--- config.mk ---
export PLATFORM = sky130hd
export DESIGN_NAME = zone_record_tokenizer_top_flat
export DESIGN_NICKNAME = d
export VERILOG_FILES = /design/src/hw/rtl/zrt_pkg.sv /design/src/hw/rtl/zrt_if.sv /design/src/hw/rtl/zone_record_tokenizer_top.sv /design/src/hw/rtl/zrt_scan.sv /design/src/flat_wrapper.sv
export SDC_FILE = /design/constraint.sdc
export NUM_CORES = 1
export LEC_CHECK = 0
export ABC_AREA = 1
export BUFFER_PORTS_ARGS = -buffer_cell sky130_fd_sc_hd__buf_2
export CORE_MARGIN = 5
export CORE_UTILIZATION = 55
export DETAILED_ROUTE_END_ITERATION = 7
export PLACE_DENSITY = 0.76
export SYNTH_ARGS = -nofsm -noshare
export SYNTH_HDL_FRONTEND = slang
export SYNTH_SLANG_ARGS = --single-unit
--- constraint.sdc ---
create_clock -name clk_i -period 6.85 [get_ports clk_i]
set_input_delay 0 -clock clk_i [delete_from_list [all_inputs] [get_ports clk_i]]
set_output_delay 0 -clock clk_i [all_outputs]
set_load 0.05 [all_outputs]
--- src/hw/rtl/zrt_pkg.sv ---
// Package for the zone record tokenizer: character codes, close codes and
// the result record shared by the scanner, the top level and the checker.
// Depends on nothing.
`default_nettype none

package zrt_pkg;

  // Character codes that steer the scanner.
  localparam logic [7:0] ChSpace = 8'h20;
  localparam logic [7:0] ChTab   = 8'h09;
  localparam logic [7:0] ChFf    = 8'h0C;
  localparam logic [7:0] ChNl    = 8'h0A;
  localparam logic [7:0] ChSemi  = 8'h3B;
  localparam logic [7:0] ChLpar  = 8'h28;
  localparam logic [7:0] ChRpar  = 8'h29;

  // Token close codes.
  localparam logic [1:0] CloseNone   = 2'd0;
  localparam logic [1:0] CloseBefore = 2'd1;
  localparam logic [1:0] CloseAfter  = 2'd2;

  // One result per text byte.
  typedef struct packed {
    logic        in_token;
    logic        token_begins;
    logic [1:0]  token_closes;
    logic [9:0]  token_number;
    logic        record_done;
    logic        record_skipped;
    logic [15:0] record_length;
    logic        owner_omitted;
    logic        token_overflow;
  } res_t;

endpackage

`default_nettype wire

--- src/hw/rtl/zrt_if.sv ---
// Valid/ready channel interfaces for the tokenizer's byte input and
// per-byte result output. Depends on nothing.
`default_nettype none

interface zrt_in_if;
  logic       valid;
  logic       ready;
  logic [7:0] text_byte;
  logic       end_of_input;

  modport source (output valid, text_byte, end_of_input, input ready);
  modport sink   (input valid, text_byte, end_of_input, output ready);
endinterface

interface zrt_out_if;
  logic        valid;
  logic        ready;
  logic        in_token;
  logic        token_begins;
  logic [1:0]  token_closes;
  logic [9:0]  token_number;
  logic        record_done;
  logic        record_skipped;
  logic [15:0] record_length;
  logic        owner_omitted;
  logic        token_overflow;

  modport source (output valid, in_token, token_begins, token_closes, token_number,
                  record_done, record_skipped, record_length, owner_omitted,
                  token_overflow, input ready);
  modport sink   (input valid, in_token, token_begins, token_closes, token_number,
                  record_done, record_skipped, record_length, owner_omitted,
                  token_overflow, output ready);
endinterface

`default_nettype wire

--- src/hw/rtl/zone_record_tokenizer_top.sv ---
// Path: an accepted byte is held in the input register; its result is computed
// by the scanner and registered in the output register as stage one moves on.
// Throughput: one byte per cycle; the input register refills while a result
// waits in the output register, limited only by the output ready.
// Reset (rst_ni low, asynchronous) empties both registers and returns the
// scanner to outside parentheses, between tokens, with an empty record.
// Top level of the zone record tokenizer. Depends on zrt_pkg, zrt_if, zrt_scan.
`default_nettype none

module zone_record_tokenizer_top #(
  parameter int MAX_TOKENS  = 1024,
  parameter int LENGTH_BITS = 16
) (
  input  wire logic   clk_i,
  input  wire logic   rst_ni,
  zrt_in_if.sink      in_i,
  zrt_out_if.source   out_o
);
  import zrt_pkg::*;

  logic       s1_valid_q;
  logic [7:0] byte_q;
  logic       eoi_q;
  logic       out_valid_q;
  res_t       res_q, res;
  logic       s1_adv, step, in_acc;

  // Stage one moves on when the output register is empty or being drained.
  assign s1_adv     = !out_valid_q || out_o.ready;
  assign step       = s1_valid_q && s1_adv;
  assign in_i.ready = !s1_valid_q || s1_adv;
  assign in_acc     = in_i.valid && in_i.ready;

  zrt_scan #(
    .MAX_TOKENS (MAX_TOKENS),
    .LENGTH_BITS(LENGTH_BITS)
  ) u_zrt_scan (
    .clk_i         (clk_i),
    .rst_ni        (rst_ni),
    .step_i        (step),
    .text_byte_i   (byte_q),
    .end_of_input_i(eoi_q),
    .res_o         (res)
  );

  // Valid bits of the input and output registers.
  always_ff @(posedge clk_i or negedge rst_ni) begin
    if (!rst_ni) begin
      s1_valid_q  <= 1'b0;
      out_valid_q <= 1'b0;
    end else begin
      if (in_acc) begin
        s1_valid_q <= 1'b1;
      end else if (step) begin
        s1_valid_q <= 1'b0;
      end
      if (step) begin
        out_valid_q <= 1'b1;
      end else if (out_o.ready) begin
        out_valid_q <= 1'b0;
      end
    end
  end

  // Payload registers.
  always_ff @(posedge clk_i) begin
    if (in_acc) begin
      byte_q <= in_i.text_byte;
      eoi_q  <= in_i.end_of_input;
    end
    if (step) begin
      res_q <= res;
    end
  end

  assign out_o.valid          = out_valid_q;
  assign out_o.in_token       = res_q.in_token;
  assign out_o.token_begins   = res_q.token_begins;
  assign out_o.token_closes   = res_q.token_closes;
  assign out_o.token_number   = res_q.token_number;
  assign out_o.record_done    = res_q.record_done;
  assign out_o.record_skipped = res_q.record_skipped;
  assign out_o.record_length  = res_q.record_length;
  assign out_o.owner_omitted  = res_q.owner_omitted;
  assign out_o.token_overflow = res_q.token_overflow;

endmodule

`default_nettype wire

--- src/hw/rtl/zrt_scan.sv ---
// Scanner state machine: holds the record state and computes the result
// for one text byte each time it steps. Depends on zrt_pkg.
`default_nettype none

module zrt_scan #(
  parameter int MAX_TOKENS  = 1024,
  parameter int LENGTH_BITS = 16
) (
  input  wire logic        clk_i,
  input  wire logic        rst_ni,
  input  wire logic        step_i,
  input  wire logic [7:0]  text_byte_i,
  input  wire logic        end_of_input_i,
  output zrt_pkg::res_t    res_o
);
  import zrt_pkg::*;

  localparam int CntW = $clog2(MAX_TOKENS + 1);
  localparam logic [CntW-1:0] MaxCnt = CntW'(MAX_TOKENS);
  localparam logic [CntW-1:0] LastNum = CntW'(MAX_TOKENS - 1);

  typedef enum logic [2:0] {
    OutGap, OutTok, OutCmt, InGap, InTok, InCmt
  } mode_e;

  mode_e                  mode_q, mode_d;
  logic [CntW-1:0]        cnt_q, cnt_d, cnt_n;
  logic [LENGTH_BITS-1:0] bytes_q, bytes_d, bytes_n;
  logic                   owner_q, owner_d, owner_n;
  logic                   ovf_q, ovf_d, ovf_n;

  logic            blank, nl, nl_end, open_tok, intok, rec_end;
  logic [1:0]      closes;
  logic [CntW-1:0] num, cur_num;
  logic [31:0]     num_ext, len_ext;

  assign blank   = (text_byte_i == ChSpace) || (text_byte_i == ChTab) ||
                   (text_byte_i == ChFf);
  assign nl      = (text_byte_i == ChNl);
  assign cur_num = (cnt_q == '0) ? '0 : cnt_q - 1'b1;

  // Mode transitions and token marks for this byte.
  always_comb begin
    mode_d   = mode_q;
    nl_end   = 1'b0;
    open_tok = 1'b0;
    intok    = 1'b0;
    closes   = CloseNone;
    case (mode_q)
      OutGap: begin
        if (nl) begin
          nl_end = 1'b1;
        end else if (blank) begin
          mode_d = OutGap;
        end else if (text_byte_i == ChSemi) begin
          mode_d = OutCmt;
        end else if (text_byte_i == ChLpar) begin
          mode_d = InGap;
        end else begin
          open_tok = 1'b1;
          mode_d   = OutTok;
        end
      end
      OutTok: begin
        if (nl || blank) begin
          closes = CloseBefore;
          mode_d = OutGap;
          nl_end = nl;
        end else begin
          intok = 1'b1;
        end
      end
      OutCmt: begin
        if (nl) begin
          nl_end = 1'b1;
          mode_d = OutGap;
        end
      end
      InGap: begin
        if (nl || blank) begin
          mode_d = InGap;
        end else if (text_byte_i == ChSemi) begin
          mode_d = InCmt;
        end else if (text_byte_i == ChRpar) begin
          mode_d = OutGap;
        end else begin
          open_tok = 1'b1;
          mode_d   = InTok;
        end
      end
      InTok: begin
        if (nl || blank) begin
          closes = CloseBefore;
          mode_d = InGap;
        end else if (text_byte_i == ChRpar) begin
          closes = CloseBefore;
          mode_d = OutGap;
        end else begin
          intok = 1'b1;
        end
      end
      InCmt: begin
        if (nl) begin
          mode_d = InGap;
        end
      end
      default: begin
        mode_d = OutGap;
      end
    endcase
    if (open_tok) begin
      intok = 1'b1;
    end
    if (end_of_input_i && !nl_end && intok) begin
      closes = CloseAfter;
    end
    if (nl_end || end_of_input_i) begin
      mode_d = OutGap;
    end
  end

  // Token counting, saturating length and record flags.
  always_comb begin
    cnt_n   = cnt_q;
    owner_n = owner_q;
    ovf_n   = ovf_q;
    num     = cur_num;
    if (open_tok) begin
      if (cnt_q == '0) begin
        owner_n = (bytes_q != '0);
      end
      if (cnt_q >= MaxCnt) begin
        ovf_n = 1'b1;
        num   = LastNum;
      end else begin
        num   = cnt_q;
        cnt_n = cnt_q + 1'b1;
      end
    end
    bytes_n = bytes_q;
    if (!nl_end && (bytes_q != '1)) begin
      bytes_n = bytes_q + 1'b1;
    end
  end

  assign rec_end = nl_end || end_of_input_i;
  assign cnt_d   = rec_end ? '0 : cnt_n;
  assign bytes_d = rec_end ? '0 : bytes_n;
  assign owner_d = rec_end ? 1'b0 : owner_n;
  assign ovf_d   = rec_end ? 1'b0 : ovf_n;

  assign num_ext = 32'(num);
  assign len_ext = 32'(bytes_n);

  // Result fields; record fields are zero unless a record is reported.
  always_comb begin
    res_o                = '0;
    res_o.in_token       = intok;
    res_o.token_begins   = open_tok;
    res_o.token_closes   = closes;
    res_o.token_number   = (intok || (closes != CloseNone)) ? num_ext[9:0] : 10'd0;
    res_o.record_done    = rec_end && (cnt_n != '0);
    res_o.record_skipped = rec_end && (cnt_n == '0);
    if (rec_end && (cnt_n != '0)) begin
      res_o.record_length  = (len_ext > 32'd65535) ? 16'hFFFF : len_ext[15:0];
      res_o.owner_omitted  = owner_n;
      res_o.token_overflow = ovf_n;
    end
  end

  // Scanner state.
  always_ff @(posedge clk_i or negedge rst_ni) begin
    if (!rst_ni) begin
      mode_q  <= OutGap;
      cnt_q   <= '0;
      bytes_q <= '0;
      owner_q <= 1'b0;
      ovf_q   <= 1'b0;
    end else if (step_i) begin
      mode_q  <= mode_d;
      cnt_q   <= cnt_d;
      bytes_q <= bytes_d;
      owner_q <= owner_d;
      ovf_q   <= ovf_d;
    end
  end

endmodule

`default_nettype wire

--- src/flat_wrapper.sv ---
// flat-port wrapper written by rule: the top's interface ports become plain ports
module zone_record_tokenizer_top_flat import zrt_pkg::*;
#(
  parameter int MAX_TOKENS  = 1024,
  parameter int LENGTH_BITS = 16
)
  (clk_i, rst_ni, in_i_valid, in_i_text_byte, in_i_end_of_input, in_i_ready, out_o_valid, out_o_in_token, out_o_token_begins, out_o_token_closes, out_o_token_number, out_o_record_done, out_o_record_skipped, out_o_record_length, out_o_owner_omitted, out_o_token_overflow, out_o_ready);
  zrt_in_if in_i_i ();
  zrt_out_if out_o_i ();
  input  wire logic clk_i;
  input  wire logic rst_ni;
  input wire logic [$bits(in_i_i.valid)-1:0] in_i_valid;
  input wire logic [$bits(in_i_i.text_byte)-1:0] in_i_text_byte;
  input wire logic [$bits(in_i_i.end_of_input)-1:0] in_i_end_of_input;
  output wire logic [$bits(in_i_i.ready)-1:0] in_i_ready;
  output wire logic [$bits(out_o_i.valid)-1:0] out_o_valid;
  output wire logic [$bits(out_o_i.in_token)-1:0] out_o_in_token;
  output wire logic [$bits(out_o_i.token_begins)-1:0] out_o_token_begins;
  output wire logic [$bits(out_o_i.token_closes)-1:0] out_o_token_closes;
  output wire logic [$bits(out_o_i.token_number)-1:0] out_o_token_number;
  output wire logic [$bits(out_o_i.record_done)-1:0] out_o_record_done;
  output wire logic [$bits(out_o_i.record_skipped)-1:0] out_o_record_skipped;
  output wire logic [$bits(out_o_i.record_length)-1:0] out_o_record_length;
  output wire logic [$bits(out_o_i.owner_omitted)-1:0] out_o_owner_omitted;
  output wire logic [$bits(out_o_i.token_overflow)-1:0] out_o_token_overflow;
  input wire logic [$bits(out_o_i.ready)-1:0] out_o_ready;
  assign in_i_i.valid = in_i_valid;
  assign in_i_i.text_byte = in_i_text_byte;
  assign in_i_i.end_of_input = in_i_end_of_input;
  assign in_i_ready = in_i_i.ready;
  assign out_o_valid = out_o_i.valid;
  assign out_o_in_token = out_o_i.in_token;
  assign out_o_token_begins = out_o_i.token_begins;
  assign out_o_token_closes = out_o_i.token_closes;
  assign out_o_token_number = out_o_i.token_number;
  assign out_o_record_done = out_o_i.record_done;
  assign out_o_record_skipped = out_o_i.record_skipped;
  assign out_o_record_length = out_o_i.record_length;
  assign out_o_owner_omitted = out_o_i.owner_omitted;
  assign out_o_token_overflow = out_o_i.token_overflow;
  assign out_o_i.ready = out_o_ready;
  zone_record_tokenizer_top #(.MAX_TOKENS(MAX_TOKENS), .LENGTH_BITS(LENGTH_BITS)) u_core (.clk_i(clk_i), .rst_ni(rst_ni), .in_i(in_i_i), .out_o(out_o_i));
endmodule
==> flow_metrics.tcl <==
set metrics [dict create \
    dp.final_hpwl_um 6680 \
    synth-seq-cells 77 \
    cts_tree "built" \
    first_pass_iters 5 \
    clock_skew_ns 0.0138 \
    clock-root-buffer "clkbuf_8" \
    portBuffers 48 \
    start_util_pct 56.1 \
    clk_latency_ns 0.36 \
    globalplace.congestion 0.939 \
    cp-end-kind "register" \
    cts.clk_slew.worst_paths_ns 0.10 \
    grt_pass1_vias 3515 \
    crit_top_cell "nand2_1" \
    start_kind "register" \
    finalMaxSlewViolations 0 \
    antenna_found_initial 0 \
    reg2reg_depth 16 \
    period_share_pct 37.2 \
    design.final.nets 600 \
    num_antenna_cells 0 \
    finalPower_w 0.00166 \
    ys_top_cells_by_area "edfxtp_1, dfrtp_1, nand2_1" \
    wl_per_cell_um 13.9 \
    synth_area_mm2 0.00431 \
    areaGrowthSynthToFinish_pct 14.8 \
    synth-async-reset-ratio_pct 44.2 \
    ant_nets 0 \
    maxCapViolCount 0 \
    power_leakage_nw 2.34 \
    critPathArrivalTime_ns 2.65 \
    rsz0062_at_grt "no" \
    finalCriticalPeriod_ns 2.55 \
    drtIter0Drc 400 \
    vdd_ir_drop_max_v 0.000170 \
    crit_fanout 26 \
    syn_avg_cell_area_um2 8.23 \
    outcome "complete, no violations" \
    crit_chain "nand2_1 > inv_1 > nand2_1 > nand2_1 > nand2_2 > nand2_2 > nor2_4 > nand2_4 > inv_1 > nor2_1 > nor2_2 > nand2_1 > nor2_1 > nand2_2 > nand2_4 > nor2_1" \
    syn-num-nets 543 \
    synth_common_cells "nand2_1, inv_1, nor2_1" \
    wirelength_um 9570 \
    via_count 3709 \
    grt_first_pass_wirelength_um 16000 \
    drc_errors 0 \
    dieArea_mm2 0.00972 \
    worst_slew_pin_slew_ns 1.17 \
    r2r_start "u_core.byte_q[2]$_DFFE_PP_" \
    synthCells 524 \
    startpoint "u_core.byte_q[2]$_DFFE_PP_" \
    cellPowerDensity_mw_per_mm2 335 \
    yosys_warnings 0 \
    ctsHoldBuffers 13 \
    hold_violations 0 \
    n_fill_cell 665 \
    synth_edf_count 43 \
    worstHoldPathType "input port to asynchronous set/reset pin" \
    die_w_um 98.6 \
    rows 32 \
    vias_per_cell 5.39 \
    ys.flop_type "edfxtp_1" \
    drive_gt1_share_pct 15.2 \
    timing.fmax_ghz 0.392 \
    slowest_stage "edfxtp_1" \
    crit_cells 16 \
    cp_slowest_stage_delay_ns 0.44 \
    cts_htree_levels 3 \
    die_y_um 98.6 \
    crit_family "simple AND/OR/NAND/NOR gates" \
    fp.coreArea_mm2 0.00769 \
    synth.most_common_cell "nand2_1" \
    cts_resized 0 \
    grt_usage_pct 20.2 \
    crit_buf_inv 2 \
    synth_seq_area_share_pct 49.7 \
    ys_types 30 \
    synth_top_area_share_pct 29.9 \
    postCtsSetupRepairBufs 0 \
    critical_path_class "register to register" \
    place_ws_ns 4.31 \
    critical_path_required_ns 6.95 \
    io_pins 49 \
    setup_tns_ns 0 \
    cts.sinks 77 \
    cts_inserted_buffers 9 \
    setup-violations-final 0 \
    setup_slack_ns 4.30 \
    grt-ovfl-total 0 \
    grt_max_degree 63 \
    slew_headroom_pct 21.9 \
    clock_path_buffers 2 \
    synth_top_area_cell "edfxtp_1" \
]
[logic make-up after synthesis]
group / synth area share [%]
adder cells (fa/ha/maj): 1.74
buffers and inverters: 9.54
AND/OR/NAND/NOR: 25.6
AO/OA/AOI/OAI: 9.40
flip-flops: 49.7
XOR/XNOR: 4.06
[worst register-to-register path, stage by stage (launching register included)]
cell	delay, ns
edfxtp_1	0.44
nand2_1	0.09
inv_1	0.04
nand2_1	0.05
nand2_1	0.06
nand2_2	0.07
nand2_2	0.07
nor2_4	0.28
nand2_4	0.23
inv_1	0.18
nor2_1	0.07
nor2_2	0.15
nand2_1	0.07
nor2_1	0.11
nand2_2	0.08
nand2_4	0.23
nor2_1	0.09
[where the power goes]
part / leakage, nW / total, W / internal [W] / switching (W)
Clock: 0.108 / 0.000395 / 0.000210 / 0.000184
Sequential: 0.887 / 0.000612 / 0.000578 / 0.0000336
Combinational: 1.34 / 0.000654 / 0.000172 / 0.000482
Total: 2.34 / 0.00166 / 0.000960 / 0.000700
[worst paths after layout]
check                                                              end  slack (ns)
setup / recovery           u_core.out_o.record_length[5]$_SDFFCE_PN0P_        4.30
hold / removal               u_core.u_zrt_scan.bytes_q[14]$_DFFE_PN0P_        0.28
setup reg to reg           u_core.out_o.record_length[5]$_SDFFCE_PN0P_        4.30
hold reg to reg              u_core.u_zrt_scan.bytes_q[15]$_DFFE_PN0P_        0.50
max in group asynchronous       u_core.u_zrt_scan.cnt_q[6]$_DFFE_PN0P_        6.04
min in group clk_i                          u_core.byte_q[2]$_DFFE_PP_        0.35
[state kept, by name (all words and copies together), names as in the netlist]
register and cells:
u_core.out_o.record_length 16, u_core.u_zrt_scan.bytes_q 16, u_core.u_zrt_scan.cnt_q 11, u_core.out_o.token_number 10, u_core.byte_q 8, u_core.u_zrt_scan.mode_q 3, u_core.out_o.token_closes 2, u_core.eoi_q 1
u_core.out_o.in_token 1, u_core.out_o.owner_omitted 1, u_core.out_o.record_done 1, u_core.out_o.record_skipped 1, u_core.out_o.token_begins 1, u_core.out_o.token_overflow 1, u_core.out_o.valid 1, u_core.s1_valid_q 1
u_core.u_zrt_scan.ovf_q 1, u_core.u_zrt_scan.owner_q 1
[layout make-up]
cell class                      instances  area (um2)  area share (%)
Clock buffer                            9         124            2.50
Multi-Input combinational cell        346        1760            35.6
Clock inverter                          7         104            2.10
Timing Repair Buffer                   61         370            7.48
Inverter                               86         323            6.52
Sequential cell                        77        2140            43.3
Tap cell                              102         128            2.58
[per-layer routing]
| layer | global-route usage (%) | part of all wire, % | vias up |
|---|---|---|---|
| li1 | - | - | 1832 |
| met1 | 27.4 | 44 | 1715 |
| met2 | 32.6 | 48 | 144 |
| met3 | 3.04 | 6.6 | 18 |
| met4 | 8.61 | 1.7 | 0 |
| met5 | 0 | 0 | - |
[cells in the final DEF, fill, tap and decap left out, types with 2 or more instances in the layout]
| master | Yosys | final |
|---|---|---|
| ha_1 | 6 | 6 |
| dlygate4sd3_1 | 0 | 13 |
| nand3_1 | 47 | 47 |
| nor2_4 | 2 | 2 |
| a21oi_1 | 6 | 6 |
| nor2_1 | 52 | 52 |
| inv_1 | 83 | 82 |
| inv_2 | 3 | 4 |
| xor2_1 | 19 | 19 |
| clkbuf_8 | 0 | 9 |
| bufinv_16 | 0 | 2 |
| o21ai_0 | 24 | 24 |
| o22ai_1 | 29 | 29 |
| nor3_1 | 9 | 9 |
| nor2_2 | 12 | 12 |
| o21ai_1 | 2 | 2 |
| nand2_2 | 5 | 5 |
| nand2_1 | 114 | 114 |
| nand4_1 | 7 | 7 |
| clkinvlp_4 | 0 | 2 |
| o31ai_1 | 4 | 4 |
| dfrtp_1 | 34 | 34 |
| edfxtp_1 | 43 | 43 |
| inv_6 | 0 | 2 |
| nand2_4 | 2 | 2 |
| buf_2 | 5 | 48 |
| o221ai_1 | 2 | 2 |
[stage by stage]
stage               cell area [um2]  std cells  hold WS [ns]  utilization [%]
floorplan                      4310        524        -0.296                -
global placement               4590        659         0.138             59.7
detailed placement             4590        659         0.136             59.7
CTS                            4950        688         0.292             64.4
global route                   4950        688         0.348             64.4
finish                         4950        688         0.279             64.4
(Power assumes the default switching activity.)
